<file path="config.mk">
export PLATFORM = sky130hd
export DESIGN_NAME = signed_restoring_divider_core
export DESIGN_NICKNAME = d
export VERILOG_FILES = /design/src/sdiv_pkg.sv /design/src/sdiv_pre.sv /design/src/sdiv_step.sv /design/src/sdiv_post.sv /design/src/signed_restoring_divider_core.sv
export SDC_FILE = /design/constraint.sdc
export NUM_CORES = 1
export LEC_CHECK = 0
export BUFFER_PORTS_ARGS = -buffer_cell sky130_fd_sc_hd__clkbuf_2
export CORE_MARGIN = 2
export CORE_UTILIZATION = 40
export DETAILED_ROUTE_END_ITERATION = 8
export HOLD_SLACK_MARGIN = 0.12
export SYNTH_ARGS = -nofsm -noshare
export SYNTH_HDL_FRONTEND = slang
export SYNTH_SLANG_ARGS = --single-unit
</file>
<file path="constraint.sdc">
create_clock -name clk_i -period 6.4 [get_ports clk_i]
set_input_delay 1.92 -clock clk_i [delete_from_list [all_inputs] [get_ports clk_i]]
set_output_delay 1.92 -clock clk_i [all_outputs]
set_load 0.03 [all_outputs]
</file>
<file path="src/sdiv_pkg.sv">
// ----------------------------------------------------------------------------
// Signed divider package
// The type shared by the stages of the signed restoring divider pipeline.
// ----------------------------------------------------------------------------
package sdiv_pkg;

  // Per-stage control that travels alongside the datapath of each item.
  typedef struct packed {
    logic valid;     // The stage holds an item.
    logic negate;    // Operand signs differ, so the quotient is negated.
    logic div_zero;  // The divisor is zero, so the quotient is forced to zero.
  } sdiv_ctrl_t;

endpackage

</file>
<file path="src/sdiv_pre.sv">
// ----------------------------------------------------------------------------
// Signed divider operand stage
// Registers the operand magnitudes and the sign and zero-divisor flags.
// ----------------------------------------------------------------------------
module sdiv_pre #(
  parameter int unsigned OPERAND_WIDTH = 16
) (
  input  logic                            clk_i,
  input  logic                            rst_ni,
  input  logic                            valid_i,
  output logic                            stall_o,
  input  logic signed [OPERAND_WIDTH-1:0] dividend_i,
  input  logic signed [OPERAND_WIDTH-1:0] divisor_i,
  output sdiv_pkg::sdiv_ctrl_t            ctrl_o,
  output logic [OPERAND_WIDTH-1:0]        rem_o,
  output logic [OPERAND_WIDTH-1:0]        den_o,
  input  logic                            stall_i
);
  import sdiv_pkg::*;

  sdiv_ctrl_t               ctrl_d, ctrl_q;
  logic [OPERAND_WIDTH-1:0] dividend_u, divisor_u;
  logic [OPERAND_WIDTH-1:0] rem_d, rem_q;
  logic [OPERAND_WIDTH-1:0] den_d, den_q;
  logic                     load;

  assign stall_o = ctrl_q.valid & stall_i;
  assign load    = ~stall_o;

  assign dividend_u = dividend_i;
  assign divisor_u  = divisor_i;

  // The magnitude of the most negative value fits as an unsigned number.
  always_comb begin
    rem_d           = dividend_u[OPERAND_WIDTH-1] ? (~dividend_u + 1'b1) : dividend_u;
    den_d           = divisor_u[OPERAND_WIDTH-1] ? (~divisor_u + 1'b1) : divisor_u;
    ctrl_d.valid    = valid_i;
    ctrl_d.negate   = dividend_u[OPERAND_WIDTH-1] ^ divisor_u[OPERAND_WIDTH-1];
    ctrl_d.div_zero = (divisor_u == '0);
  end

  always_ff @(posedge clk_i or negedge rst_ni) begin
    if (!rst_ni) begin
      ctrl_q <= '0;
    end else if (load) begin
      ctrl_q <= ctrl_d;
    end
  end

  always_ff @(posedge clk_i) begin
    if (load) begin
      rem_q <= rem_d;
      den_q <= den_d;
    end
  end

  assign ctrl_o = ctrl_q;
  assign rem_o  = rem_q;
  assign den_o  = den_q;

endmodule

</file>
<file path="src/sdiv_step.sv">
// ----------------------------------------------------------------------------
// Signed divider restoring step
// One compare-and-subtract step that yields one quotient bit, registered.
// ----------------------------------------------------------------------------
module sdiv_step #(
  parameter int unsigned OPERAND_WIDTH = 16,
  parameter int unsigned SHIFT         = 16
) (
  input  logic                     clk_i,
  input  logic                     rst_ni,
  input  sdiv_pkg::sdiv_ctrl_t     ctrl_i,
  output logic                     stall_o,
  input  logic [OPERAND_WIDTH-1:0] rem_i,
  input  logic [OPERAND_WIDTH-1:0] den_i,
  input  logic [OPERAND_WIDTH:0]   quo_i,
  output sdiv_pkg::sdiv_ctrl_t     ctrl_o,
  output logic [OPERAND_WIDTH-1:0] rem_o,
  output logic [OPERAND_WIDTH-1:0] den_o,
  output logic [OPERAND_WIDTH:0]   quo_o,
  input  logic                     stall_i
);
  import sdiv_pkg::*;

  sdiv_ctrl_t               ctrl_q;
  logic [OPERAND_WIDTH-1:0] rem_hi, den_sh;
  logic [OPERAND_WIDTH-1:0] rem_d, rem_q;
  logic [OPERAND_WIDTH-1:0] den_q;
  logic [OPERAND_WIDTH:0]   quo_d, quo_q;
  logic                     take;
  logic                     load;

  assign stall_o = ctrl_q.valid & stall_i;
  assign load    = ~stall_o;

  // When the step subtracts, the shifted divisor is no larger than the
  // remainder, so dropping its upper bits loses nothing.
  always_comb begin
    rem_hi = rem_i >> SHIFT;
    den_sh = den_i << SHIFT;
    take   = ~ctrl_i.div_zero & (rem_hi >= den_i);
    rem_d  = take ? (rem_i - den_sh) : rem_i;
    quo_d  = {quo_i[OPERAND_WIDTH-1:0], take};
  end

  always_ff @(posedge clk_i or negedge rst_ni) begin
    if (!rst_ni) begin
      ctrl_q <= '0;
    end else if (load) begin
      ctrl_q <= ctrl_i;
    end
  end

  always_ff @(posedge clk_i) begin
    if (load) begin
      rem_q <= rem_d;
      den_q <= den_i;
      quo_q <= quo_d;
    end
  end

  assign ctrl_o = ctrl_q;
  assign rem_o  = rem_q;
  assign den_o  = den_q;
  assign quo_o  = quo_q;

endmodule

</file>
<file path="src/sdiv_post.sv">
// ----------------------------------------------------------------------------
// Signed divider sign stage
// Applies the quotient sign and holds the result for the output transfer.
// ----------------------------------------------------------------------------
module sdiv_post #(
  parameter int unsigned OPERAND_WIDTH = 16
) (
  input  logic                          clk_i,
  input  logic                          rst_ni,
  input  sdiv_pkg::sdiv_ctrl_t          ctrl_i,
  output logic                          stall_o,
  input  logic [OPERAND_WIDTH:0]        quo_i,
  output logic                          out_valid_o,
  input  logic                          out_stall_i,
  output logic signed [OPERAND_WIDTH:0] quotient_o
);
  import sdiv_pkg::*;

  logic                   valid_q;
  logic [OPERAND_WIDTH:0] quo_d, quo_q;
  logic                   load;

  assign stall_o = valid_q & out_stall_i;
  assign load    = ~stall_o;

  assign quo_d = ctrl_i.negate ? (~quo_i + 1'b1) : quo_i;

  always_ff @(posedge clk_i or negedge rst_ni) begin
    if (!rst_ni) begin
      valid_q <= 1'b0;
    end else if (load) begin
      valid_q <= ctrl_i.valid;
    end
  end

  always_ff @(posedge clk_i) begin
    if (load) begin
      quo_q <= quo_d;
    end
  end

  assign out_valid_o = valid_q;
  assign quotient_o  = quo_q;

endmodule

</file>
<file path="src/signed_restoring_divider_core.sv">
// ----------------------------------------------------------------------------
// Signed restoring divider core
// Signed quotient, truncated toward zero, by a pipeline of restoring steps.
// ----------------------------------------------------------------------------
// One division enters per cycle unless the input stalls. One stage takes
// the operand magnitudes, OPERAND_WIDTH+1 stages each resolve one quotient
// bit by a compare and subtract, and a last stage applies the sign and holds
// the result. Each stage stalls only while it is full and the one after it
// stalls, so empty stages keep taking new transfers while a finished quotient
// waits. A zero divisor gives a zero quotient, and the most negative dividend
// over -1 gives the positive value 2^(OPERAND_WIDTH-1), which the one extra
// quotient bit holds.
module signed_restoring_divider_core #(
  parameter int unsigned OPERAND_WIDTH = 16
) (
  input  logic                          clk_i,
  input  logic                          rst_ni,
  input  logic                          in_valid_i,
  output logic                          in_stall_o,
  input  logic signed [OPERAND_WIDTH-1:0] dividend_i,
  input  logic signed [OPERAND_WIDTH-1:0] divisor_i,
  output logic                          out_valid_o,
  input  logic                          out_stall_i,
  output logic signed [OPERAND_WIDTH:0] quotient_o
);
  import sdiv_pkg::*;

  localparam int unsigned NumSteps = OPERAND_WIDTH + 1;

  // Index k is the output of stage k: 0 is the operand stage, k > 0 a step.
  sdiv_ctrl_t               ctrl  [NumSteps+1];
  logic [OPERAND_WIDTH-1:0] rem   [NumSteps+1];
  logic [OPERAND_WIDTH-1:0] den   [NumSteps+1];
  logic [OPERAND_WIDTH:0]   quo   [NumSteps+1];
  logic                     stall [NumSteps+2];

  assign quo[0] = '0;

  sdiv_pre #(
    .OPERAND_WIDTH(OPERAND_WIDTH)
  ) u_pre (
    .clk_i      (clk_i),
    .rst_ni     (rst_ni),
    .valid_i    (in_valid_i),
    .stall_o    (stall[0]),
    .dividend_i (dividend_i),
    .divisor_i  (divisor_i),
    .ctrl_o     (ctrl[0]),
    .rem_o      (rem[0]),
    .den_o      (den[0]),
    .stall_i    (stall[1])
  );

  for (genvar k = 0; k < NumSteps; k++) begin : g_step
    sdiv_step #(
      .OPERAND_WIDTH(OPERAND_WIDTH),
      .SHIFT        (OPERAND_WIDTH - k)
    ) u_step (
      .clk_i   (clk_i),
      .rst_ni  (rst_ni),
      .ctrl_i  (ctrl[k]),
      .stall_o (stall[k+1]),
      .rem_i   (rem[k]),
      .den_i   (den[k]),
      .quo_i   (quo[k]),
      .ctrl_o  (ctrl[k+1]),
      .rem_o   (rem[k+1]),
      .den_o   (den[k+1]),
      .quo_o   (quo[k+1]),
      .stall_i (stall[k+2])
    );
  end

  sdiv_post #(
    .OPERAND_WIDTH(OPERAND_WIDTH)
  ) u_post (
    .clk_i       (clk_i),
    .rst_ni      (rst_ni),
    .ctrl_i      (ctrl[NumSteps]),
    .stall_o     (stall[NumSteps+1]),
    .quo_i       (quo[NumSteps]),
    .out_valid_o (out_valid_o),
    .out_stall_i (out_stall_i),
    .quotient_o  (quotient_o)
  );

  assign in_stall_o = stall[0];

`ifndef SYNTH
  // After the last step the remainder is below a nonzero divisor.
  a_rem_below_den: assert property (@(posedge clk_i) disable iff (!rst_ni)
    (ctrl[NumSteps].valid && !ctrl[NumSteps].div_zero) |->
      (rem[NumSteps] < den[NumSteps]))
    else $error("final remainder not below divisor");

  // The top quotient bit of the magnitude never sets for a nonzero divisor.
  a_quo_top_clear: assert property (@(posedge clk_i) disable iff (!rst_ni)
    (ctrl[NumSteps].valid && !ctrl[NumSteps].div_zero) |->
      (quo[NumSteps][OPERAND_WIDTH] == 1'b0))
    else $error("quotient magnitude overflow");

  // A zero divisor leaves every quotient bit clear.
  a_zero_div: assert property (@(posedge clk_i) disable iff (!rst_ni)
    (ctrl[NumSteps].valid && ctrl[NumSteps].div_zero) |->
      (quo[NumSteps] == '0))
    else $error("zero divisor produced a nonzero quotient");

  // The input side stalls only while the operand stage holds an item.
  a_in_stall_full: assert property (@(posedge clk_i) disable iff (!rst_ni)
    in_stall_o |-> (ctrl[0].valid && stall[1]))
    else $error("input stalled with operand stage free");
`endif

endmodule

</file>
Yosys cells after proc, flatten, opt, wreduce, memory -nomap -nowiden

Index checks and enable logic that the tools add are counted.
W data, S select, Z words.

Bits in registers: 768
Output and inout port bits: 19
Logic and storage cells: 219

$add $sub $neg: 18
Magnitude comparators: 17
Multiplexer cells: 18
Bitwise operators: 57
Reduce and logical (&&, ||, !) cells: 1

Operator list:

| operator                | count |
|---|---|
| $mux W16                | 15 |
| $sub A16 B16 Y16        | 15 |
| $and A1 B1 Y1           | 36 |
| $add A16 B1 Y16 const B | 2 |
| $not A16 Y16            | 2 |
| $mux W15                | 2 |
| $add A17 B1 Y17 const B | 1 |
| $mux W17                | 1 |
| $not A1 Y1              | 17 |
| $not A17 Y17            | 1 |
| $ge A1 B16 Y1           | 1 |
| $ge A1 B16 Y1 const A   | 1 |
| $ge A10 B16 Y1          | 1 |
| $ge A11 B16 Y1          | 1 |
| $ge A12 B16 Y1          | 1 |
| $ge A13 B16 Y1          | 1 |
| $ge A14 B16 Y1          | 1 |
| $ge A15 B16 Y1          | 1 |
| $ge A16 B16 Y1          | 1 |
| $ge A2 B16 Y1           | 1 |
| $ge A3 B16 Y1           | 1 |
| $ge A4 B16 Y1           | 1 |
| $ge A5 B16 Y1           | 1 |
| $ge A6 B16 Y1           | 1 |
| other kinds (5)         | 5 |

Logic depth before layout (Yosys ltp)

Depth after elaboration: 19
Gate-level depth with buffers: 12

Cells and area by module

From an unflattened synthesis, not the netlist that was laid out.

Cells, all modules: 2430
Area, all modules: 39182.6 um2

By module, submodules not included:

| module                         | times used | cells each | area each (um2) | seq. area each (um2) |
|---|---|---|---|---|
| sdiv_step at g_step[16].u_step | 1          | 212        | 2753.9          | 1546.5 |
| sdiv_step at g_step[15].u_step | 1          | 200        | 2652.5          | 1546.5 |
| sdiv_step at g_step[14].u_step | 1          | 182        | 2548.7          | 1546.5 |
| sdiv_step at g_step[12].u_step | 1          | 169        | 2439.8          | 1546.5 |
| sdiv_step at g_step[13].u_step | 1          | 175        | 2409.8          | 1546.5 |
| sdiv_step at g_step[11].u_step | 1          | 157        | 2403.6          | 1546.5 |
| sdiv_step at g_step[8].u_step  | 1          | 142        | 2242.2          | 1546.5 |
| sdiv_step at g_step[9].u_step  | 1          | 137        | 2197.1          | 1546.5 |
| sdiv_step at g_step[10].u_step | 1          | 150        | 2192.1          | 1546.5 |
| sdiv_step at g_step[7].u_step  | 1          | 123        | 2095.8          | 1546.5 |
| sdiv_step at g_step[6].u_step  | 1          | 110        | 1994.4          | 1546.5 |
| sdiv_step at g_step[5].u_step  | 1          | 91         | 1889.3          | 1546.5 |
| sdiv_step at g_step[4].u_step  | 1          | 86         | 1853.0          | 1546.5 |
| sdiv_pre                       | 1          | 147        | 1801.7          | 1036.0 |
| +6 rows                        | -          | -          | -               | - |

Worst setup path before layout

OpenSTA, ideal clock, no wires.

Kind: input -> output
Start point: in out_stall_i
End point: out in_stall_o
Data arrival time: 3.987 ns
Data required time: 4.480 ns
Setup slack: 0.493 ns
Stages on the path: 9
Cell sequence: nand3_4 nor2_4 inv_2 nor4_4 and4_4 and3_1 buf_4 and3_1 buf_6

Cells in the longest elaborated chain, start to end: 19

Ends and longest elaborated chain:

| element                      | RTL line                            | RTL |
|---|---|---|
| from (decl)                  | signed_restoring_divider_core.sv:23 | `input logic out_stall_i,` |
| $and A1 B1 Y1                | sdiv_post.sv:23                     | `assign stall_o = valid_q & out_stall_i;` |
| $and A1 B1 Y1 (17 in series) | sdiv_step.sv:32                     | `assign stall_o = ctrl_q.valid & stall_i;` |
| $and A1 B1 Y1                | sdiv_pre.sv:27                      | `assign stall_o = ctrl_q.valid & stall_i;` |
| to (decl)                    | signed_restoring_divider_core.sv:19 | `output logic in_stall_o,` |

No other way between the ends.

Worst setup path in the final report

Ends and elaborated chain as after synthesis.

==> results.md <==
- Slew @ Worst Pin: 1.21 ns
- DRT Pass-1 Iters: 5
- Slowest-stage cell, CP: nor4_4
- RSZ-0062 raised after global routing: no
- DR DRC count: 0
- Min-delay worst type: reg2reg
- Synth area leaders: edfxtp_1 (67%), ha_1 (5.5%), dfrtp_1 (4.2%)
- Antenna cells: 0
- Initial antenna violation count: 0
- Simple-Gate Fraction of Synth Area: 5.85%
- Worst path cell trace: clkbuf_2, nand3_4, nor2_4, inv_2, nor4_4, and4_4, and3_1, and3_1, clkbuf_2
- Crit path depth: 9
- GRT Util Overall: 12.7%
- Vias per cell: 4.86
- Max-Cap Viols: 0
- Worst path bufs/invs: 3
- Maximum number of pins on one net before global-route repair: 55
- Clock skew: 0.0450 ns
- Worst relative slew slack: 19.0%
- Proportion of synthesized area in mux cells: 4.88%
- Initial Utilization: 40.4%
- Clock group share of total power: 31.2%
- P&R area growth vs syn: 13.9%
- Reg clk slew, reported paths: 0.06 ns
- Cells after synthesis: 2,012
- Number of synthesized flops with an enable pin: 714
- Io pins: 55
- Area leader, netlist: edfxtp_1
- Clk Latency, worst-skew pair: 0.65 ns
- Worst setup EP type: output pin
- Worst-path fanout max: 7
- Mean routed wirelength per cell: 15.6 um
- Post-Syn Area: 31,800 um^2
- Primary FF master, synth: edfxtp_1
- Total power: 15.2 mW
- Hold Path Depth: 0
- Seq pwr share: 47.3%
- Nets: 2,332
- CP required: 4.48 ns
- Flop-to-flop setup slack: 2.94 ns
- Syn Nets: 2,201
- Antenna-violating nets left: 0
- Commonest non-fill, non-tap cells in the layout: edfxtp_1 (714), inv_1 (199), ha_1 (139), mux2_2 (105), xnor2_1 (96)
- Post CTS Setup Buffer Count: 0
- Post-CTS Hold Buffers: 0
- Register bit total from synthesis: 768
- Rows: 103
- CTS sink cnt: 768
- First-pass GRT wire length: 84.4 mm
- Combinational Power Share: 21.5%
- Final setup fails: 0
- GRT met3 Usage: 2.38%
- Crit path max-delay family: simple AND/OR/NAND/NOR gates
- Die Ht: 286 um
- WL final: 50.7 mm
- Iteration-0 DRC Markers: 781
- Post-Synth Adder-Cell Area: 6.34%
- Fin Setup TNS: 0 ns
- Vias in the first global route: 16.5k
- PortBufs: 54
- Hold Violations, Final: 0
- Reg2Reg Launch Point: g_step[11].u_step.rem_o[4]
- Clock root buffer: clkbuf_16
- Static leakage: 14.4 nW
- Grt met1 use: 14.4%
- Layout cell share with drive strength beyond 1: 15.0%
- Final Cycle Share: 91.4%
- Routability cong.: 0.837
- Post-CTS resize count: 0
- Synth top area share: 67.4%
- Final Max Tran Viols: 0
- Fraction of registers with async set/reset: 7.03%
- Mapped Avg Cell Area: 15.8 um^2
- Inserted Clock Buffers: 80
- Register area share after synthesis: 71.6%
- Largest family of logic cells by synthesized area: adder cells
- Net switching power: 4.22 mW
- H-tree depth: 3
- CP arrival: 3.93 ns
- Crit Path Category: in2out
- Core area: 78,900 um^2
- Bufs on Longest Clock Path: 3
- GRT Max-Usage Layer: met2
- Grt total ovfl: 0
- Fin crit period: 5.85 ns
- Total number of vias: 15.9k
- DP HPWL: 36.9 mm
- Status: completed
- Hold wc startpoint: g_step[6].u_step.rem_o[7]
- Max Fclk: 0.171 GHz
- Synth Area in Compound Gates: 5.39%
- Max VDD drop: 0.203 mV
- Internal: 11.0 mW
- Die ar.: 81,900 um^2
- CP startpoint: out_stall_i
- CTS tree: built
- Grt met2 use: 23.7%
- Power per cell area: 420 nW/um^2
- Cells on worst reg2reg path: 10
- CP max stage delay: 0.38 ns
- Yosys synthesis warning count: 0
- Commonest non-fill, non-tap cell in the layout: edfxtp_1
- Sw Ratio: 27.7%
- Die Wd: 286 um
- Worst setup SP type: input port
- Post-Synth XOR/XNOR Area: 3.22%
- Distinct cell type count after synthesis: 74
==> per-layer routing <==
metal / share of wire [%] / vias up
met5: 0 / -
met4: 2.8 / 0
met3: 3.0 / 105
met2: 54 / 235
met1: 40 / 7721
li1: - / 7794
==> through the flow <==
| step | cells | setup slack [ns] | instance area (um^2) | hold slack, ns | utilization, % |
|---|---|---|---|---|---|
| 4_1_cts | 3261 | 0.536 | 36300 | 0.400 | 46.0 |
| 3_5_place_dp | 3111 | 0.556 | 33500 | 0.405 | 42.4 |
| 3_3_place_gp | 3111 | 0.564 | 33500 | 0.401 | 42.4 |
| 6_report | 3261 | 0.550 | 36300 | 0.402 | 46.0 |
| 2_1_floorplan | 2012 | 0.493 | 31800 | 0.400 | - |
| 5_1_grt | 3261 | 0.405 | 36300 | 0.413 | 46.0 |
==> worst register-to-register path: stages, from the launching register on <==
cell and delay, ns:
edfxtp_1 0.36, inv_1 0.08, ha_1 0.18, fa_1 0.28, nor2b_4 0.07, o21bai_4 0.15
a21oi_2 0.08, a311o_1 0.36, o311a_1 0.34, o41ai_4 0.90, mux2_2 0.43
==> final timing paths <==
| kind | end |
|---|---|
| worst max-delay path | in_stall_o |
| worst min-delay path | g_step[7].u_step.rem_o[7] |
| worst max register to register | g_step[12].u_step.rem_o[7] |
| worst min register to register | g_step[7].u_step.rem_o[7] |
| max in group asynchronous | g_step[15].u_step.ctrl_o[1] |
| min in group asynchronous | u_pre.ctrl_o[0] |
==> power groups by stage <==
stage	Clock (mW)	Sequential, mW	Combinational, mW
detailed placement	0	7.33	3.26
global route	5.08	7.33	3.68
floorplan	0	7.23	2.48
finish	4.75	7.21	3.27
global placement	0	7.30	3.15
CTS	4.87	7.23	3.29
==> state kept, by name (all words and copies together), names as in the netlist <==
register	flops
g_step.u_step.ctrl_o	50
g_step.u_step.den_o	256
g_step.u_step.quo_o	153
g_step.u_step.rem_o	256
u_post.out_valid_o	1
u_post.quotient_o	17
u_pre.ctrl_o	3
u_pre.den_o	16
u_pre.rem_o	16
==> cells in the mapped netlist (9+ instances only) <==
library cell,n
nor2_1,70
o21ai_0,62
nor4_1,40
dfrtp_1,54
nand2b_1,25
nor3_1,19
or2_2,9
nand2_1,80
edfxtp_1,714
o21a_1,12
nand3_1,24
xor2_1,21
inv_1,200
xnor2_1,96
clkbuf_1,10
mux2_2,105
a21o_1,18
o31ai_1,19
mux2i_1,28
nor2b_1,28
nand4_1,19
fa_1,14
a21oi_1,71
ha_1,139
==> kinds of logic after synthesis <==
logic type	Yosys count
buffers and inverters	222
DFF	768
xor gates and xnor gates	117
AOI/OAI and AO/OA	259
muxes	139
and+or+nand+nor	354
adders and majority gates	153
==> cell type report <==
| cell class | count | area (um^2) |
|---|---|---|
| Fill cell | 6851 | 42600 |
| Tap cell | 1050 | 1310 |
| Clock inverter | 53 | 714 |
| Inverter | 201 | 754 |
| Clock buffer | 97 | 2080 |
| Timing Repair Buffer | 70 | 390 |
| Sequential cell | 768 | 22800 |
| Multi-Input combinational cell | 1022 | 8210 |
(Power assumes the default switching activity.)
